<file path="config.mk">
export PLATFORM = sky130hd
export DESIGN_NAME = packet_checksum_verifier_core
export DESIGN_NICKNAME = d
export VERILOG_FILES = /design/src/hdl/pcv_pkg.sv /design/src/hdl/pcv_in_reg.sv /design/src/hdl/pcv_sum_core.sv /design/src/hdl/pcv_out_reg.sv /design/src/hdl/packet_checksum_verifier_core.sv
export VERILOG_INCLUDE_DIRS = /design/src /design/src/hdl
export SDC_FILE = /design/constraint.sdc
export NUM_CORES = 1
export LEC_CHECK = 0
export BUFFER_PORTS_ARGS = -buffer_cell sky130_fd_sc_hd__buf_2
export CORE_MARGIN = 4
export CORE_UTILIZATION = 65
export DETAILED_ROUTE_END_ITERATION = 10
export GPL_TIMING_DRIVEN = 0
export PLACE_DENSITY = 0.84
export SETUP_SLACK_MARGIN = 0.4
export SLEW_MARGIN = 25
export SYNTH_ARGS = -nofsm -noshare
export SYNTH_HDL_FRONTEND = slang
export SYNTH_SLANG_ARGS = --single-unit
</file>
<file path="constraint.sdc">
create_clock -name clk -period 13.2 [get_ports clk]
set_clock_uncertainty 0.05 [all_clocks]
set_input_delay 1.32 -clock clk [delete_from_list [all_inputs] [get_ports clk]]
set_output_delay 1.32 -clock clk [all_outputs]
set_load 0.05 [all_outputs]
</file>
<file path="src/hdl/packet_checksum_verifier_core_macros.svh">
// ----------------------------------------------------------------------------
// packet_checksum_verifier_core_macros
// Assertion macros used by the checksum verifier sum core.
// ----------------------------------------------------------------------------
// Each macro expects clk and rst_n to be visible at the place of use.
`ifndef PACKET_CHECKSUM_VERIFIER_CORE_MACROS_SVH
`define PACKET_CHECKSUM_VERIFIER_CORE_MACROS_SVH

// A condition that must hold at every clock edge outside reset.
`define PCV_ASSERT_ALWAYS(label, cond, msg) \
    label: assert property (@(posedge clk) disable iff (!rst_n) (cond)) \
        else $error(msg);

// A condition that must hold in the cycle after the trigger.
`define PCV_ASSERT_NEXT(label, ante, cons, msg) \
    label: assert property (@(posedge clk) disable iff (!rst_n) (ante) |=> (cons)) \
        else $error(msg);

`endif

</file>
<file path="src/hdl/pcv_pkg.sv">
// ----------------------------------------------------------------------------
// pcv_pkg
// Types and constants shared by the packet checksum verifier modules.
// ----------------------------------------------------------------------------
`timescale 1ns / 1ps

package pcv_pkg;

    localparam int unsigned MOD_SUM     = 255;
    localparam int unsigned MIN_LENGTH  = 4;
    localparam int unsigned SYNC_BYTES  = 4;
    localparam int unsigned PRIM_HEADER = 10;
    localparam int unsigned FULL_HEADER = 11;

    // Offsets from the length to the trailer positions.
    localparam int unsigned SUM_END_OFS  = 6;
    localparam int unsigned SENT_SIMPLE  = 7;
    localparam int unsigned SENT_FLETCH  = 8;
    localparam int unsigned SENT_WIDE_HI = 9;
    localparam int unsigned LAST_OFS     = FULL_HEADER - 1;

    localparam int unsigned INDEX_W = 17;
    localparam int unsigned LEN_W   = 16;

    localparam logic [2:0] MASK_SIMPLE  = 3'b001;
    localparam logic [2:0] MASK_FLETCH  = 3'b010;
    localparam logic [2:0] MASK_WIDE    = 3'b100;

    typedef struct packed {
        logic [7:0]       data_byte;
        logic             first_byte;
        logic [LEN_W-1:0] pkt_len;
    } item_t;

    typedef struct packed {
        logic [2:0]  match_mask;
        logic [7:0]  simple_sum;
        logic [7:0]  fletcher_sum;
        logic [15:0] byte_sum;
    } result_t;

    // Handshake between the sum core and the neighboring stages.
    typedef struct packed {
        logic advance;
        logic emit;
    } core_ctrl_t;

endpackage

</file>
<file path="src/hdl/pcv_in_reg.sv">
// ----------------------------------------------------------------------------
// pcv_in_reg
// Input register: holds one request until the sum core consumes it.
// ----------------------------------------------------------------------------
`timescale 1ns / 1ps

module pcv_in_reg
    import pcv_pkg::*;
(
    input  logic  clk,
    input  logic  rst_n,
    input  logic  byte_valid,
    output logic  byte_stall,
    input  item_t item_in,
    input  logic  advance,
    output logic  item_valid,
    output item_t item_out
);

    logic  valid_reg;
    logic  valid_next;
    item_t item_reg;
    logic  load;

    // The register may refill in the same cycle that the core consumes it.
    assign byte_stall = valid_reg && !advance;
    assign load       = byte_valid && !byte_stall;
    assign valid_next = load || (valid_reg && !advance);

    always_ff @(posedge clk or negedge rst_n)
    begin
        if (!rst_n)
        begin
            valid_reg <= 1'b0;
        end
        else
        begin
            valid_reg <= valid_next;
        end
    end

    always_ff @(posedge clk)
    begin
        if (load)
        begin
            item_reg <= item_in;
        end
    end

    assign item_valid = valid_reg;
    assign item_out   = item_reg;

endmodule

</file>
<file path="src/hdl/pcv_sum_core.sv">
// ----------------------------------------------------------------------------
// pcv_sum_core
// Packet position tracking, running checksums and trailer comparison.
// ----------------------------------------------------------------------------
`timescale 1ns / 1ps

`include "packet_checksum_verifier_core_macros.svh"

module pcv_sum_core
    import pcv_pkg::*;
(
    input  logic       clk,
    input  logic       rst_n,
    input  logic       item_valid,
    input  item_t      item,
    input  logic       out_free,
    output core_ctrl_t ctrl,
    output result_t    result
);

    logic [INDEX_W-1:0] byte_index_reg, byte_index_next;
    logic [LEN_W-1:0]   length_reg, length_next;
    logic [7:0]         simple_acc_reg, simple_acc_next;
    logic [7:0]         fletcher_acc_reg, fletcher_acc_next;
    logic [15:0]        wide_acc_reg, wide_acc_next;
    logic [7:0]         sent_simple_reg, sent_simple_next;
    logic [7:0]         sent_fletcher_reg, sent_fletcher_next;
    logic [7:0]         sent_wide_high_reg, sent_wide_high_next;

    logic [INDEX_W-1:0] pos;
    logic [INDEX_W-1:0] len_ext;
    logic               active;
    logic               in_simple;
    logic               in_wide;
    logic               emit;
    logic               advance;
    logic [7:0]         base_simple;
    logic [7:0]         base_fletcher;
    logic [15:0]        base_wide;
    logic [7:0]         base_sent_simple;
    logic [7:0]         base_sent_fletcher;
    logic [7:0]         base_sent_wide_high;
    logic [8:0]         simple_add;
    logic [7:0]         simple_mod;
    logic [8:0]         fletcher_add;
    logic [7:0]         fletcher_mod;

    always_comb
    begin
        pos     = item.first_byte ? '0 : byte_index_reg;
        len_ext = item.first_byte ? {1'b0, item.pkt_len} : {1'b0, length_reg};
        active  = item.first_byte ? (item.pkt_len >= LEN_W'(MIN_LENGTH))
                                  : (byte_index_reg != '0);

        in_simple = (pos >= INDEX_W'(PRIM_HEADER))
                 && (pos <= len_ext + INDEX_W'(SUM_END_OFS));
        in_wide   = (pos >= INDEX_W'(SYNC_BYTES))
                 && (pos <= len_ext + INDEX_W'(SENT_FLETCH));
        emit      = active && (pos == len_ext + INDEX_W'(LAST_OFS));
        advance   = item_valid && (!emit || out_free);

        // A first byte restarts every sum from zero.
        base_simple         = item.first_byte ? '0 : simple_acc_reg;
        base_fletcher       = item.first_byte ? '0 : fletcher_acc_reg;
        base_wide           = item.first_byte ? '0 : wide_acc_reg;
        base_sent_simple    = item.first_byte ? '0 : sent_simple_reg;
        base_sent_fletcher  = item.first_byte ? '0 : sent_fletcher_reg;
        base_sent_wide_high = item.first_byte ? '0 : sent_wide_high_reg;

        // The sum stays below 255 plus 255, so one subtraction reduces it.
        simple_add = {1'b0, base_simple} + {1'b0, item.data_byte};
        simple_mod = (simple_add >= 9'(MOD_SUM)) ? 8'(simple_add - 9'(MOD_SUM))
                                                 : simple_add[7:0];
        fletcher_add = {1'b0, base_fletcher} + {1'b0, simple_mod};
        fletcher_mod = (fletcher_add >= 9'(MOD_SUM)) ? 8'(fletcher_add - 9'(MOD_SUM))
                                                     : fletcher_add[7:0];

        length_next         = item.first_byte ? item.pkt_len : length_reg;
        simple_acc_next     = base_simple;
        fletcher_acc_next   = base_fletcher;
        wide_acc_next       = base_wide;
        sent_simple_next    = base_sent_simple;
        sent_fletcher_next  = base_sent_fletcher;
        sent_wide_high_next = base_sent_wide_high;
        byte_index_next     = '0;

        if (active)
        begin
            if (in_simple)
            begin
                simple_acc_next   = simple_mod;
                fletcher_acc_next = fletcher_mod;
            end
            if (in_wide)
            begin
                wide_acc_next = base_wide + {8'd0, item.data_byte};
            end
            if (pos == len_ext + INDEX_W'(SENT_SIMPLE))
            begin
                sent_simple_next = item.data_byte;
            end
            else if (pos == len_ext + INDEX_W'(SENT_FLETCH))
            begin
                sent_fletcher_next = item.data_byte;
            end
            else if (pos == len_ext + INDEX_W'(SENT_WIDE_HI))
            begin
                sent_wide_high_next = item.data_byte;
            end
            byte_index_next = emit ? '0 : pos + INDEX_W'(1);
        end

        result.match_mask = '0;
        if (simple_acc_next == base_sent_simple)
        begin
            result.match_mask = result.match_mask | MASK_SIMPLE;
        end
        if (fletcher_acc_next == base_sent_fletcher)
        begin
            result.match_mask = result.match_mask | MASK_FLETCH;
        end
        if (wide_acc_next == {base_sent_wide_high, item.data_byte})
        begin
            result.match_mask = result.match_mask | MASK_WIDE;
        end
        result.simple_sum   = simple_acc_next;
        result.fletcher_sum = fletcher_acc_next;
        result.byte_sum     = wide_acc_next;
    end

    assign ctrl.advance = advance;
    assign ctrl.emit    = emit;

    always_ff @(posedge clk or negedge rst_n)
    begin
        if (!rst_n)
        begin
            byte_index_reg     <= '0;
            length_reg         <= '0;
            simple_acc_reg     <= '0;
            fletcher_acc_reg   <= '0;
            wide_acc_reg       <= '0;
            sent_simple_reg    <= '0;
            sent_fletcher_reg  <= '0;
            sent_wide_high_reg <= '0;
        end
        else if (advance)
        begin
            byte_index_reg     <= byte_index_next;
            length_reg         <= length_next;
            simple_acc_reg     <= simple_acc_next;
            fletcher_acc_reg   <= fletcher_acc_next;
            wide_acc_reg       <= wide_acc_next;
            sent_simple_reg    <= sent_simple_next;
            sent_fletcher_reg  <= sent_fletcher_next;
            sent_wide_high_reg <= sent_wide_high_next;
        end
    end

    `PCV_ASSERT_ALWAYS(a_index_in_packet,
        byte_index_reg <= {1'b0, length_reg} + INDEX_W'(LAST_OFS),
        "byte index ran past the end of the packet")
    `PCV_ASSERT_ALWAYS(a_mod_range,
        (simple_acc_reg != 8'hFF) && (fletcher_acc_reg != 8'hFF),
        "mod-255 accumulator left its range")
    `PCV_ASSERT_NEXT(a_emit_goes_idle, advance && emit,
        byte_index_reg == '0, "block did not go idle after the final byte")
    `PCV_ASSERT_NEXT(a_index_steps,
        advance && !item.first_byte && (byte_index_reg != '0) && !emit,
        byte_index_reg == $past(byte_index_reg) + INDEX_W'(1),
        "byte index did not step by one inside a packet")

endmodule

</file>
<file path="src/hdl/pcv_out_reg.sv">
// ----------------------------------------------------------------------------
// pcv_out_reg
// Result register: holds a finished result until the consumer takes it.
// ----------------------------------------------------------------------------
`timescale 1ns / 1ps

module pcv_out_reg
    import pcv_pkg::*;
(
    input  logic       clk,
    input  logic       rst_n,
    input  core_ctrl_t ctrl,
    input  result_t    result_in,
    input  logic       result_stall,
    output logic       out_free,
    output logic       result_valid,
    output result_t    result_out
);

    logic    valid_reg;
    logic    valid_next;
    result_t result_reg;
    logic    load;

    assign out_free   = !valid_reg || !result_stall;
    assign load       = ctrl.advance && ctrl.emit;
    assign valid_next = load || (valid_reg && result_stall);

    always_ff @(posedge clk or negedge rst_n)
    begin
        if (!rst_n)
        begin
            valid_reg <= 1'b0;
        end
        else
        begin
            valid_reg <= valid_next;
        end
    end

    always_ff @(posedge clk)
    begin
        if (load)
        begin
            result_reg <= result_in;
        end
    end

    assign result_valid = valid_reg;
    assign result_out   = result_reg;

endmodule

</file>
<file path="src/hdl/packet_checksum_verifier_core.sv">
// ----------------------------------------------------------------------------
// packet_checksum_verifier_core: one byte per cycle unless a final byte meets a stalled result reg.
// A final byte's result leaves through the input register and then the result register.
// Asynchronous active-low reset clears all sums and leaves the block idle.
// ----------------------------------------------------------------------------
`timescale 1ns / 1ps

module packet_checksum_verifier_core
    import pcv_pkg::*;
(
    input  logic             clk,
    input  logic             rst_n,
    input  logic             byte_valid,
    output logic             byte_stall,
    input  logic [7:0]       data_byte,
    input  logic             first_byte,
    input  logic [LEN_W-1:0] pkt_len,
    output logic             result_valid,
    input  logic             result_stall,
    output logic [2:0]       match_mask,
    output logic [7:0]       simple_sum,
    output logic [7:0]       fletcher_sum,
    output logic [15:0]      byte_sum
);

    item_t      item_in;
    item_t      item;
    logic       item_valid;
    logic       out_free;
    core_ctrl_t ctrl;
    result_t    core_result;
    result_t    result_out;

    assign item_in.data_byte  = data_byte;
    assign item_in.first_byte = first_byte;
    assign item_in.pkt_len    = pkt_len;

    pcv_in_reg u_in_reg (
        .clk        (clk),
        .rst_n      (rst_n),
        .byte_valid (byte_valid),
        .byte_stall (byte_stall),
        .item_in    (item_in),
        .advance    (ctrl.advance),
        .item_valid (item_valid),
        .item_out   (item)
    );

    pcv_sum_core u_sum_core (
        .clk        (clk),
        .rst_n      (rst_n),
        .item_valid (item_valid),
        .item       (item),
        .out_free   (out_free),
        .ctrl       (ctrl),
        .result     (core_result)
    );

    pcv_out_reg u_out_reg (
        .clk          (clk),
        .rst_n        (rst_n),
        .ctrl         (ctrl),
        .result_in    (core_result),
        .result_stall (result_stall),
        .out_free     (out_free),
        .result_valid (result_valid),
        .result_out   (result_out)
    );

    assign match_mask   = result_out.match_mask;
    assign simple_sum   = result_out.simple_sum;
    assign fletcher_sum = result_out.fletcher_sum;
    assign byte_sum     = result_out.byte_sum;

endmodule
</file>
=== After elaboration in Yosys (flattened, before gate mapping) ===
Cells that the tools add are included.

* Mux-type cells: 30
* Reductions and logical operators: 19
* Equality and inequality tests: 7
* $add $sub $neg: 11
* Order comparisons: 7

{| class="wikitable"
|+ Operators with widths
! kind !! number
|-
| 2-to-1 mux 8 bit || 20
|-
| equality test 17 bit || 4
|-
| 2-to-1 mux 16 bit || 4
|-
| adder 17 x 4 -> 17 bit, second input constant || 3
|-
| 2-to-1 mux 17 bit || 3
|-
| adder 17 x 3 -> 17 bit, second input constant || 2
|-
| less-or-equal comparator 17 bit || 2
|-
| adder 8 x 8 -> 9 bit || 2
|-
| >= comparator 9 x 8 -> 1 bit, second input constant || 2
|-
| adder 17 x 1 -> 17 bit, second input constant || 1
|-
| >= comparator 17 x 3 -> 1 bit, second input constant || 1
|-
| >= comparator 17 x 4 -> 1 bit, second input constant || 1
|-
| nonzero test 17 bit || 1
|-
| adder 16 x 8 -> 16 bit || 1
|-
| equality test 16 bit || 1
|-
| equality test 8 bit || 2
|-
| >= comparator 16 x 3 -> 1 bit, second input constant || 1
|-
| subtractor 8 bit, second input constant || 2
|-
| logical AND 1 bit || 8
|-
| zero test 1 bit || 5
|-
| logical OR 1 bit || 4
|-
| 2-to-1 mux 1 bit || 2
|-
| 2-to-1 mux 2 bit || 1
|-
| AND reduction 2 bit || 1
|}

* Input bits: 29
* Output and inout bits: 37
* Register bits after elaboration: 151
* Word-level logic and storage cells: 92

=== Depth between registers and ports, before layout ===
Gate-level depths: netlist (run 1).

* Depth after elaboration: 12
* Mapped depth: 27
* Gate-level depth less buffers: 23

=== Hierarchy ===
From an unflattened synthesis (run 1), not the netlist that was laid out.

* Cells, all modules: 1231
* Area total of the unflattened synthesis: 11387.2 um2

{| class="wikitable"
|+ Modules (own cells, without submodules)
! module !! cells each !! instances !! seq. area each (um2) !! area an instance (um2)
|-
| pcv_sum_core || 1162 || 1 || 2227.1 || 9484.1
|-
| pcv_out_reg || 39 || 1 || 1076.0 || 1094.8
|-
| pcv_in_reg || 30 || 1 || 775.7 || 808.3
|}

=== Least setup slack after synthesis (run 1) ===
No wires, ideal clock.

* Path kind: register to register
* Start point: register u_in_reg.item_reg (netlist bit u_in_reg.item_out[16])
* End point: register u_out_reg.result_reg (netlist bit u_out_reg.result_out[33]), data pin
* Stages on the path, launching flop included: 26
* Clock period less this slack: 7.105 ns
* Slack: 6.095 ns
* Setup time: 0.256 ns
* Arrival: 6.799 ns
* Path buffers: 7
* Required time: 12.894 ns
* Cells stage by stage: edfxtp_1 > clkbuf_4 > buf_2 > buf_4 > buf_4 > buf_2 > buf_2 > buf_1 > nor2b_1 > ha_1 > or4b_2 > o311ai_2 > nand2_2 > o31ai_4 > mux2_2 > ha_1 > a21o_1 > a2111oi_0 > xnor2_1 > nand3_1 > o41ai_4 > nand4_1 > mux2_2 > o211a_1 > o2111a_1 > o211a_1

{| class="wikitable"
|+ RTL lines
! what !! line !! text
|-
| from (decl) || pcv_in_reg.sv:22 || <nowiki>item_t item_reg;</nowiki>
|-
| from (signal assigned) || pcv_in_reg.sv:46 || <nowiki>item_reg <= item_in;</nowiki>
|-
| to (signal assigned) || pcv_out_reg.sv:45 || <nowiki>result_reg <= result_in;</nowiki>
|-
| to (decl) || pcv_out_reg.sv:22 || <nowiki>result_t result_reg;</nowiki>
|}

==> run metrics, run 1 <==
most frequent cell after synthesis=nand2_1; Final ANT Viol Nets=0; Place WS=4.13 ns; Pleak=5.64 nW; hpwl dp=26.4 mm; cell count after placement=1,560; Worst Hold End=u_sum_core.simple_acc_reg[2]$_DFFE_PN0P_; Initial Util=67.0%; initial antenna violation count=0; CTS Sinks=151; die height=142 um; worst hold start=u_sum_core.simple_acc_reg[2]$_DFFE_PN0P_; Worst Path Class, Setup=flip-flop to flip-flop; largest net degree at the start of global routing=47; drt drc=0; # hold bufs at CTS=0; max reg flops=35; Core Box Area=17,500 sq um; Mapped Avg Cell Area=9.25 sq um; vias per cell=6.67; vias in the first global route=10,277; leading area contributor after synthesis=dfrtp_1; Clock Latency Late Sink=0.43 ns; syn_nets=1,366; Placement Rows=48; Syn Inst Count=1,266; Worst setup SP type=flip-flop; sw frac=34.5%; HP Class=flip-flop to flip-flop; sw power=466 uW; FF+latch count, synth=151; Slew headroom=27.6%; antenna fix cells=0; Fin Setup TNS=0 ns; final slew viol count=0; GRT Util Overall=35.1%; CP endpoint kind=flip-flop; IO buf count=65; deepest clock path buffer count=2; clock slew seen by the registers of the worst setup and hold paths=0.07 ns; layout cells sized above 1=13.6%; worst hold path depth=2; Final nets=1,454; Pwr Density=104 nW/um^2; Total Power=1.35 mW; synth cell count leaders=187 x nand2_1, 91 x dfrtp_1, 73 x xnor2_1; final wirelength=35.1 mm; first drt pass iteration count=6; Final setup viols=0; final period utilization=71.2%; Post-synth EDFFs=60; slew at the pin closest to its max-slew limit=1.07 ns; clock root cell=clkbuf_16; FF-to-FF End=u_out_reg.result_out[33]$_DFFE_PP_; maxcap violations=0; unrepaired setup endpoints after global routing=false; FF-to-FF setup slack=3.81 ns; sequential power share=40.2%; Critical Path RT=13.44 ns; Fmax achieved=106 MHz; cts bufs inserted=17; CTS tree=built; fin crit period=9.39 ns; global route overflow=0; H-tree levels=4; VDD IR max=145 uV; post-synthesis cell type count=92; die width=142 um; post-CTS sizing=0; ys async rst share=60.3%; Worst R2R Start=u_in_reg.item_out[16]$_DFFE_PP_; die area=20,200 sq um; first-pass GRT wire length=55.1 mm; non-filler instance count after layout=1,592; Clock Power Share=33.9%; Mapped Area=11,700 sq um; post-DR wirelength/cell=22.0 um; status=complete, no violations; top cells by area, synth=dfrtp_1 19%, edfxtp_1 15%, ha_1 7.3%; P&R area growth vs syn=10.6%; Int Pwr=886 uW; arrival time of the worst setup path=9.63 ns; DR vias=10,613; final hold vios=0; top cell type's share of synthesized area=19.4%; yosys warns=0; starting DRC count in detailed routing=1,210; RePlAce Congestion=1.06; Final WS setup=3.81 ns; crit path max fanout=10; main flop type after synthesis=dfrtp_1; boundary pin count=66; hold_ws=0.423 ns; register area share after synthesis=34.8%; combinational power share=26.0%; Setup Fix Bufs, Post-CTS=0; cells on worst reg2reg path=26
[power groups by stage]
stage          clock network [mW]  logic, mW  registers (mW)
6_report                    0.458      0.351           0.543
5_1_grt                     0.482      0.382           0.545
4_1_cts                     0.460      0.343           0.541
3_5_place_dp                    0      0.340           0.550
3_3_place_gp                    0      0.330           0.549
2_1_floorplan                   0      0.250           0.537
[how the worst max path moves through the flow]
stage                                                from                                 end  slack [ns]
final                     u_in_reg.item_out[16]$_DFFE_PP_  u_out_reg.result_out[33]$_DFFE_PP_        3.81
after global routing      u_in_reg.item_out[16]$_DFFE_PP_  u_out_reg.result_out[33]$_DFFE_PP_        3.45
after CTS                 u_in_reg.item_out[16]$_DFFE_PP_  u_out_reg.result_out[33]$_DFFE_PP_        4.09
after detailed placement  u_in_reg.item_out[16]$_DFFE_PP_  u_out_reg.result_out[33]$_DFFE_PP_        4.13
after global placement    u_in_reg.item_out[16]$_DFFE_PP_  u_out_reg.result_out[33]$_DFFE_PP_        4.14
after floorplan           u_in_reg.item_out[16]$_DFFE_PP_  u_out_reg.result_out[33]$_DFFE_PP_        6.10
[cells by family after synthesis]
family | after synthesis | share of synthesized area (%)
flip-flops | 151 | 34.8
adder cells (fa/ha/maj) | 71 | 7.78
AO/OA/AOI/OAI | 278 | 17.2
AND/OR/NAND/NOR | 494 | 21.6
multiplexers | 57 | 5.35
buffers and inverters | 88 | 3.32
XOR/XNOR | 127 | 9.85
[per-stage QoR]
step / instance area [sq um] / utilization [%]
finish: 13000 / 74.1
CTS: 13000 / 74.1
floorplan: 11700 / -
global route: 13000 / 74.1
global placement: 12300 / 70.5
detailed placement: 12400 / 71.0
[critical path, cell delays in order (launching register included)]
cell and delay [ns]:
edfxtp_1 0.59, clkbuf_4 0.36, buf_2 0.33, buf_4 0.28, buf_4 0.27, buf_2 0.34
buf_2 0.43, buf_1 0.60, nor2b_1 0.15, ha_1 0.42, or4b_2 0.71, o311ai_2 0.19
nand2_2 0.14, o31ai_4 0.44, nand4_1 0.16, xnor2_1 0.36, ha_1 0.35, and3_1 0.22
a2111oi_0 0.52, xnor2_1 0.28, nand3_1 0.19, o41ai_4 0.62, a31oi_1 0.21, o31ai_1 0.47
o211a_1 0.20, o2111a_1 0.20, o211a_1 0.15
[metal layers]
layer / routed length [um] / GRT usage, %
met5: 0 / 0
met4: 1320 / 13.0
met3: 3290 / 6.69
met2: 15800 / 55.5
met1: 14700 / 48.2
[layout make-up]
class / instances / area, sq um
Multi-Input combinational cell: 1027 / 7250
Fill cell: 1275 / 4520
Sequential cell: 151 / 4080
Clock buffer: 18 / 429
Timing Repair Buffer: 69 / 407
Tap cell: 225 / 282
Buffer: 52 / 251
Inverter: 36 / 138
Clock inverter: 14 / 116
[layout by cell type, fill, tap and decap left out, drive strengths merged, types with 17 or more instances in the layout]
cell type,synthesis,layout
mux2,32,32
mux2i,25,25
o21ai,57,57
nor2,60,60
nand4,22,22
nand2b,17,17
nor3,26,26
inv,36,42
nand3,36,36
xor2,51,51
a21oi,51,51
nor2b,45,45
dfrtp,91,91
xnor2,73,73
buf,24,93
a22o,29,29
clkbuf,28,46
nor4,20,20
nand2,189,189
ha,68,68
and3,21,21
edfxtp,60,60
No activity file was read; power rests on OpenSTA's default activity.
==> run 2, diff against run 1 <==
--- a/config.mk
+++ b/config.mk
@@ -8,10 +8,10 @@
 export LEC_CHECK = 0
 export BUFFER_PORTS_ARGS = -buffer_cell sky130_fd_sc_hd__buf_2
 export CORE_MARGIN = 4
-export CORE_UTILIZATION = 65
+export CORE_UTILIZATION = 57
 export DETAILED_ROUTE_END_ITERATION = 10
 export GPL_TIMING_DRIVEN = 0
-export PLACE_DENSITY = 0.84
+export PLACE_DENSITY = 0.78
 export SETUP_SLACK_MARGIN = 0.4
 export SLEW_MARGIN = 25
 export SYNTH_ARGS = -nofsm -noshare
==> constraint.sdc (replaced) <==
create_clock -name clk -period 7.8 [get_ports clk]
set_clock_uncertainty 0.05 [all_clocks]
set_input_delay 0.78 -clock clk [delete_from_list [all_inputs] [get_ports clk]]
set_output_delay 0.78 -clock clk [all_outputs]
set_load 0.05 [all_outputs]
==> run metrics, run 2 (synthesized netlist as in run 1, its figures left out) <==
die width=151 um (+6.4%); layout cells sized above 1=14.9% (+1.3 points); CTS Sinks=151 (unchanged); initial antenna violation count=0 (unchanged); Core Box Area=20,200 sq um (+16%); CP endpoint kind=flip-flop; drt drc=0 (unchanged); die area=22,900 sq um (+13%); Total Power=2.34 mW (+73%); VDD IR max=147 uV (+1.6%); fin crit period=7.20 ns (-2.20 ns); arrival time of the worst setup path=7.33 ns (-2.30 ns); Critical Path RT=7.94 ns (-5.50 ns); hpwl dp=25.7 mm (-2.8%); IO buf count=65 (unchanged); final slew viol count=0 (unchanged); Final setup viols=0 (unchanged); Initial Util=57.9% (-9.1 points); grt met2 use=48.5% (-6.9 points); die height=151 um (+6.4%); CTS tree=built; met1 Track Usage GR=39.0% (-9.3 points); most frequent cells in the layout=187 x nand2_1, 91 x dfrtp_1, 74 x buf_2; global route overflow=0 (unchanged); max reg flops=35 (unchanged); clock root cell=clkbuf_16; H-tree levels=4 (unchanged); Worst Path Class, Setup=flip-flop to flip-flop; RePlAce Congestion=0.970 (-8.4%); HP Class=primary input to asynchronous set/reset pin; Clock Latency Late Sink=0.44 ns (about the same); starting DRC count in detailed routing=994 (-18%); Pleak=5.73 nW (+1.4%); DR vias=10,584 (-0.27%); unrepaired setup endpoints after global routing=false; slew at the pin closest to its max-slew limit=0.913 ns (-0.159 ns); Final ANT Viol Nets=0 (unchanged); cts bufs inserted=17 (unchanged); status=complete, no violations; maxcap violations=0 (unchanged); vias in the first global route=9,852 (-4.1%); first drt pass iteration count=7 (+1); Final nets=1,460 (+0.41%); crit path max fanout=10 (unchanged); deepest clock path buffer count=2 (unchanged); commonest non-fill, non-tap cell in the layout=nand2_1; final wirelength=34.2 mm (-2.5%); Fmax achieved=139 MHz (+31%); GRT Util Overall=30.1% (-5.0 points); met3 Track Usage GR=4.85% (-1.8 points); Worst setup SP type=flip-flop; post-DR wirelength/cell=20.8 um (-5.6%); Pwr Density=178 nW/um^2 (+71%); P&R area growth vs syn=12.4%; Worst R2R Start=u_in_reg.item_out[16]$_DFFE_PP_; boundary pin count=66 (unchanged); Placement Rows=52 (+8.3%); hold_ws=0.182 ns (-0.241 ns); largest net degree at the start of global routing=60 (+28%); first-pass GRT wire length=53.1 mm (-3.7%); vias per cell=6.44 (-3.4%); final period utilization=92.3% (+21 points); Fin Setup TNS=0 ns (unchanged); clock slew seen by the registers of the worst setup and hold paths=0.07 ns (about the same); CP startpoint=u_in_reg.item_out[16]$_DFFE_PP_; final hold vios=0 (unchanged); Top Usage Layer GRT=met2; Slew headroom=38.3% (+11 points)
-- run 2: where the power goes --
part	leakage [nW]	internal [mW]	switching [mW]	total, mW
Clock	0.285	0.454	0.377	0.831
Sequential	1.81	0.860	0.0549	0.915
Combinational	3.63	0.229	0.369	0.598
-- run 2: final timing paths --
check	depth (start not counted)	end	slack, ns
max in group asynchronous	2	u_sum_core.byte_index_reg[4]$_DFFE_PN0P_	6.88
worst min register to register	2	u_sum_core.simple_acc_reg[2]$_DFFE_PN0P_	0.43
worst min-delay path	1	u_sum_core.fletcher_acc_reg[0]$_DFFE_PN0P_	0.18
worst max register to register	27	u_out_reg.result_out[33]$_DFFE_PP_	0.60
worst max-delay path	27	u_out_reg.result_out[33]$_DFFE_PP_	0.60
min in group clk	2	u_sum_core.simple_acc_reg[2]$_DFFE_PN0P_	0.43
-- run 2: layout make-up --
cell class	count	area, sq um
multi-input cells	1027	7300
fillers	1649	7070
flip-flops and latches	151	4080
repair buffers	75	439
clock buffers	17	425
well taps	270	338
plain buffers	52	283
clock inverters	15	159
inverters	36	138
diodes	1	2.50
-- run 2: metrics by stage --
step	instance area [sq um]	setup WS [ns]	instances	utilization [%]
after detailed placement	12400	-1.32	1603	61.4
final	13200	0.604	1644	65.1
after floorplan	11700	0.695	1266	-
after CTS	13100	0.437	1639	64.7
after global placement	12400	-1.27	1601	61.2
after global routing	13200	0.352	1643	65.1
-- run 2: timing repair --
item,4_1_cts,5_1_grt
resized for setup,12,13
buffers inserted,4,4
pin swaps,3,3
hold buffers,0,0
endpoints found under the setup margin,25,2
-- run 2: critical path, stage by stage (launching register included) --
cell and delay, ns:
edfxtp_1 0.35, buf_4 0.23, buf_6 0.20, buf_6 0.20, buf_6 0.20, buf_4 0.23, buf_6 0.22, buf_6 0.21
nor2b_2 0.07, ha_2 0.32, or4b_2 0.72, o311ai_4 0.16, nand2_2 0.14, o31ai_4 0.32, buf_4 0.18, and3_1 0.23
nor2_1 0.10, ha_1 0.38, a211oi_2 0.30, nor2_1 0.09, xor2_1 0.37, nand3_1 0.20, o41ai_4 0.45, nand3_1 0.18
xor2_2 0.21, o21ai_1 0.13, o2111a_1 0.28, o211a_1 0.20
-- run 2: routing by layer --
| layer | vias up | wire [um] |
|---|---|---|
| met1 | 5123 | 14100 |
| li1 | 4840 | - |
| met2 | 509 | 15800 |
| met5 | - | 0 |
| met4 | 0 | 1770 |
| met3 | 112 | 2470 |
==> run 3, diff against run 2 <==
--- a/config.mk
+++ b/config.mk
@@ -11,9 +11,9 @@
 export CORE_UTILIZATION = 57
 export DETAILED_ROUTE_END_ITERATION = 10
 export GPL_TIMING_DRIVEN = 0
-export PLACE_DENSITY = 0.78
+export PLACE_DENSITY = 0.89
 export SETUP_SLACK_MARGIN = 0.4
-export SLEW_MARGIN = 25
+export SLEW_MARGIN = 20
 export SYNTH_ARGS = -nofsm -noshare
 export SYNTH_HDL_FRONTEND = slang
 export SYNTH_SLANG_ARGS = --single-unit
==> run metrics, run 3 (synthesized netlist as in run 1, its figures left out) <==
Pwr Density=181 nW/um^2 (+1.6%); HP Class=primary input to asynchronous set/reset pin; antenna fix cells=0 (-1); cells on worst reg2reg path=27 (unchanged); Worst path depth=27 (unchanged); global route overflow=0 (unchanged); crit path max fanout=10 (unchanged); CTS tree=built; Worst setup SP type=flip-flop; most frequent cells in the layout=187 x nand2_1, 91 x dfrtp_1, 74 x buf_2; first-pass GRT wire length=56.0 mm (+5.5%); vias in the first global route=10,510 (+6.7%); Critical Path RT=8.05 ns (+0.11 ns); Worst Path Class, Setup=flip-flop to flip-flop; die width=151 um (unchanged); Fmax achieved=139 MHz (about the same); largest net degree at the start of global routing=52 (-13%); Final ANT Viol Nets=0 (unchanged); die height=151 um (unchanged); Crit-path slowest cell=or4b_2; initial antenna violation count=0 (unchanged); deepest clock path buffer count=2 (unchanged); Seq. cell area=4080 sq um (unchanged); arrival time of the worst setup path=7.45 ns (+0.12 ns); hold_ws=0.196 ns (+0.0138 ns); clock root cell=clkbuf_16; status=complete, no violations; final slew viol count=0 (unchanged); maxcap violations=0 (unchanged); layout cells sized above 1=15.3% (+0.45 points); Placement Rows=52 (unchanged); CTS Sinks=151 (unchanged); most frequent cell on the critical path=buf_6; final hold vios=0 (unchanged); final wirelength=36.0 mm (+5.2%); Final nets=1,465 (+0.34%); hpwl dp=26.4 mm (+2.7%); slew at the pin closest to its max-slew limit=1.03 ns (+0.119 ns); cts bufs inserted=17 (unchanged); final period utilization=92.3% (about the same); delay-heaviest family, CP=compound AO/OA/AOI/OAI gates; post-DR wirelength/cell=21.8 um (+4.9%); crit-path max cell delay=0.72 ns (about the same); starting DRC count in detailed routing=1,219 (+23%); commonest non-fill, non-tap cell in the layout=nand2_1; clock slew seen by the registers of the worst setup and hold paths=0.08 ns (about the same); DR vias=10,825 (+2.3%); critical path buffer and inverter count=9 (+1); IO buf count=65 (unchanged); end-of-flow core utilization=65.5% (+0.48 points); fin crit period=7.20 ns (-0.0000820 ns); Initial Util=57.9% (unchanged); Clock Latency Late Sink=0.45 ns (about the same); VDD IR max=153 uV (+4.1%); die area=22,900 sq um (unchanged); CP endpoint kind=flip-flop; fill count=1,597 (-3.2%); P&R area growth vs syn=13.2%; first drt pass iteration count=6 (-1); Core Box Area=20,200 sq um (unchanged); unrepaired setup endpoints after global routing=false; combined area of the multi-input logic cells=7320 sq um (+0.19%); max reg flops=35 (unchanged); H-tree levels=4 (unchanged); Pleak=5.77 nW (+0.80%); Final setup viols=0 (unchanged); vias per cell=6.57 (+2.0%); RePlAce Congestion=0.994 (+2.5%); # hold bufs at CTS=0 (unchanged); Slew headroom=31.2% (-7.1 points); drt drc=0 (unchanged); boundary pin count=66 (unchanged); GRT Util Overall=31.6% (+1.6 points)
## run 3: cell count changes in the layout (fill, tap and decap cells not counted), moves of 3 or more
cell and delta:
clkinv_4 +3, inv_8 -4, buf_4 +3, buf_8 +3
## run 3: cell type report
class                      count  share of cell area (%)
sequential                   151                    30.8
multi-input combinational   1027                    55.2
tap                          270                    2.55
clock inverter                15                    1.42
timing repair buffer          80                    3.59
inverter                      36                    1.04
buffer                        52                    2.27
clock buffer                  17                    3.21
## run 3: path summary, 6_finish.rpt
check	from	to	slack (ns)
worst max-delay path	u_in_reg.item_out[16]$_DFFE_PP_	u_out_reg.result_out[33]$_DFFE_PP_	0.60
worst min-delay path	rst_n	u_sum_core.simple_acc_reg[0]$_DFFE_PN0P_	0.20
worst max register to register	u_in_reg.item_out[16]$_DFFE_PP_	u_out_reg.result_out[33]$_DFFE_PP_	0.60
worst min register to register	u_sum_core.simple_acc_reg[2]$_DFFE_PN0P_	u_sum_core.simple_acc_reg[2]$_DFFE_PN0P_	0.43
max in group asynchronous	rst_n	u_sum_core.wide_acc_reg[2]$_DFFE_PN0P_	6.88
min in group clk	u_sum_core.simple_acc_reg[2]$_DFFE_PN0P_	u_sum_core.simple_acc_reg[2]$_DFFE_PN0P_	0.43
## run 3: power by group
group	leakage, nW	internal [mW]	switching [mW]	total [mW]
registers	1.81	0.860	0.0551	0.915
clock network	0.301	0.485	0.386	0.871
logic	3.66	0.235	0.378	0.613
total	5.77	1.58	0.819	2.40
## run 3: layer usage
layer | up-vias | part of all wire (%) | global-route usage, % | wire length (um)
met5 | - | 0 | 0 | 0
met4 | 0 | 5.2 | 15.5 | 1860
met2 | 656 | 48 | 53.0 | 17200
li1 | 4852 | - | - | -
met3 | 137 | 8.8 | 4.85 | 3160
met1 | 5180 | 38 | 39.9 | 13700
## run 3: through the flow
stage / worst slack, ns / TNS [ns] / total power, mW / area [sq um] / std cells
6_report: 0.604 / 0 / 2.40 / 13300 / 1648
5_1_grt: 0.397 / 0 / 2.49 / 13300 / 1648
4_1_cts: 0.463 / 0 / 2.38 / 13100 / 1642
3_5_place_dp: -1.52 / -15.45 / 1.51 / 12400 / 1603
3_3_place_gp: -1.31 / -12.22 / 1.49 / 12400 / 1601
2_1_floorplan: 0.695 / 0 / 1.33 / 11700 / 1266
## run 3: repair_timing
| item | 4_1_cts | 5_1_grt |
|---|---|---|
| setup buffers | 7 | 6 |
| cloned | 0 | 0 |
| pin swaps | 3 | 6 |
| setup endpoints to repair | 26 | 1 |
| resized for setup | 14 | 16 |
| hold endpoints to repair | 0 | 0 |
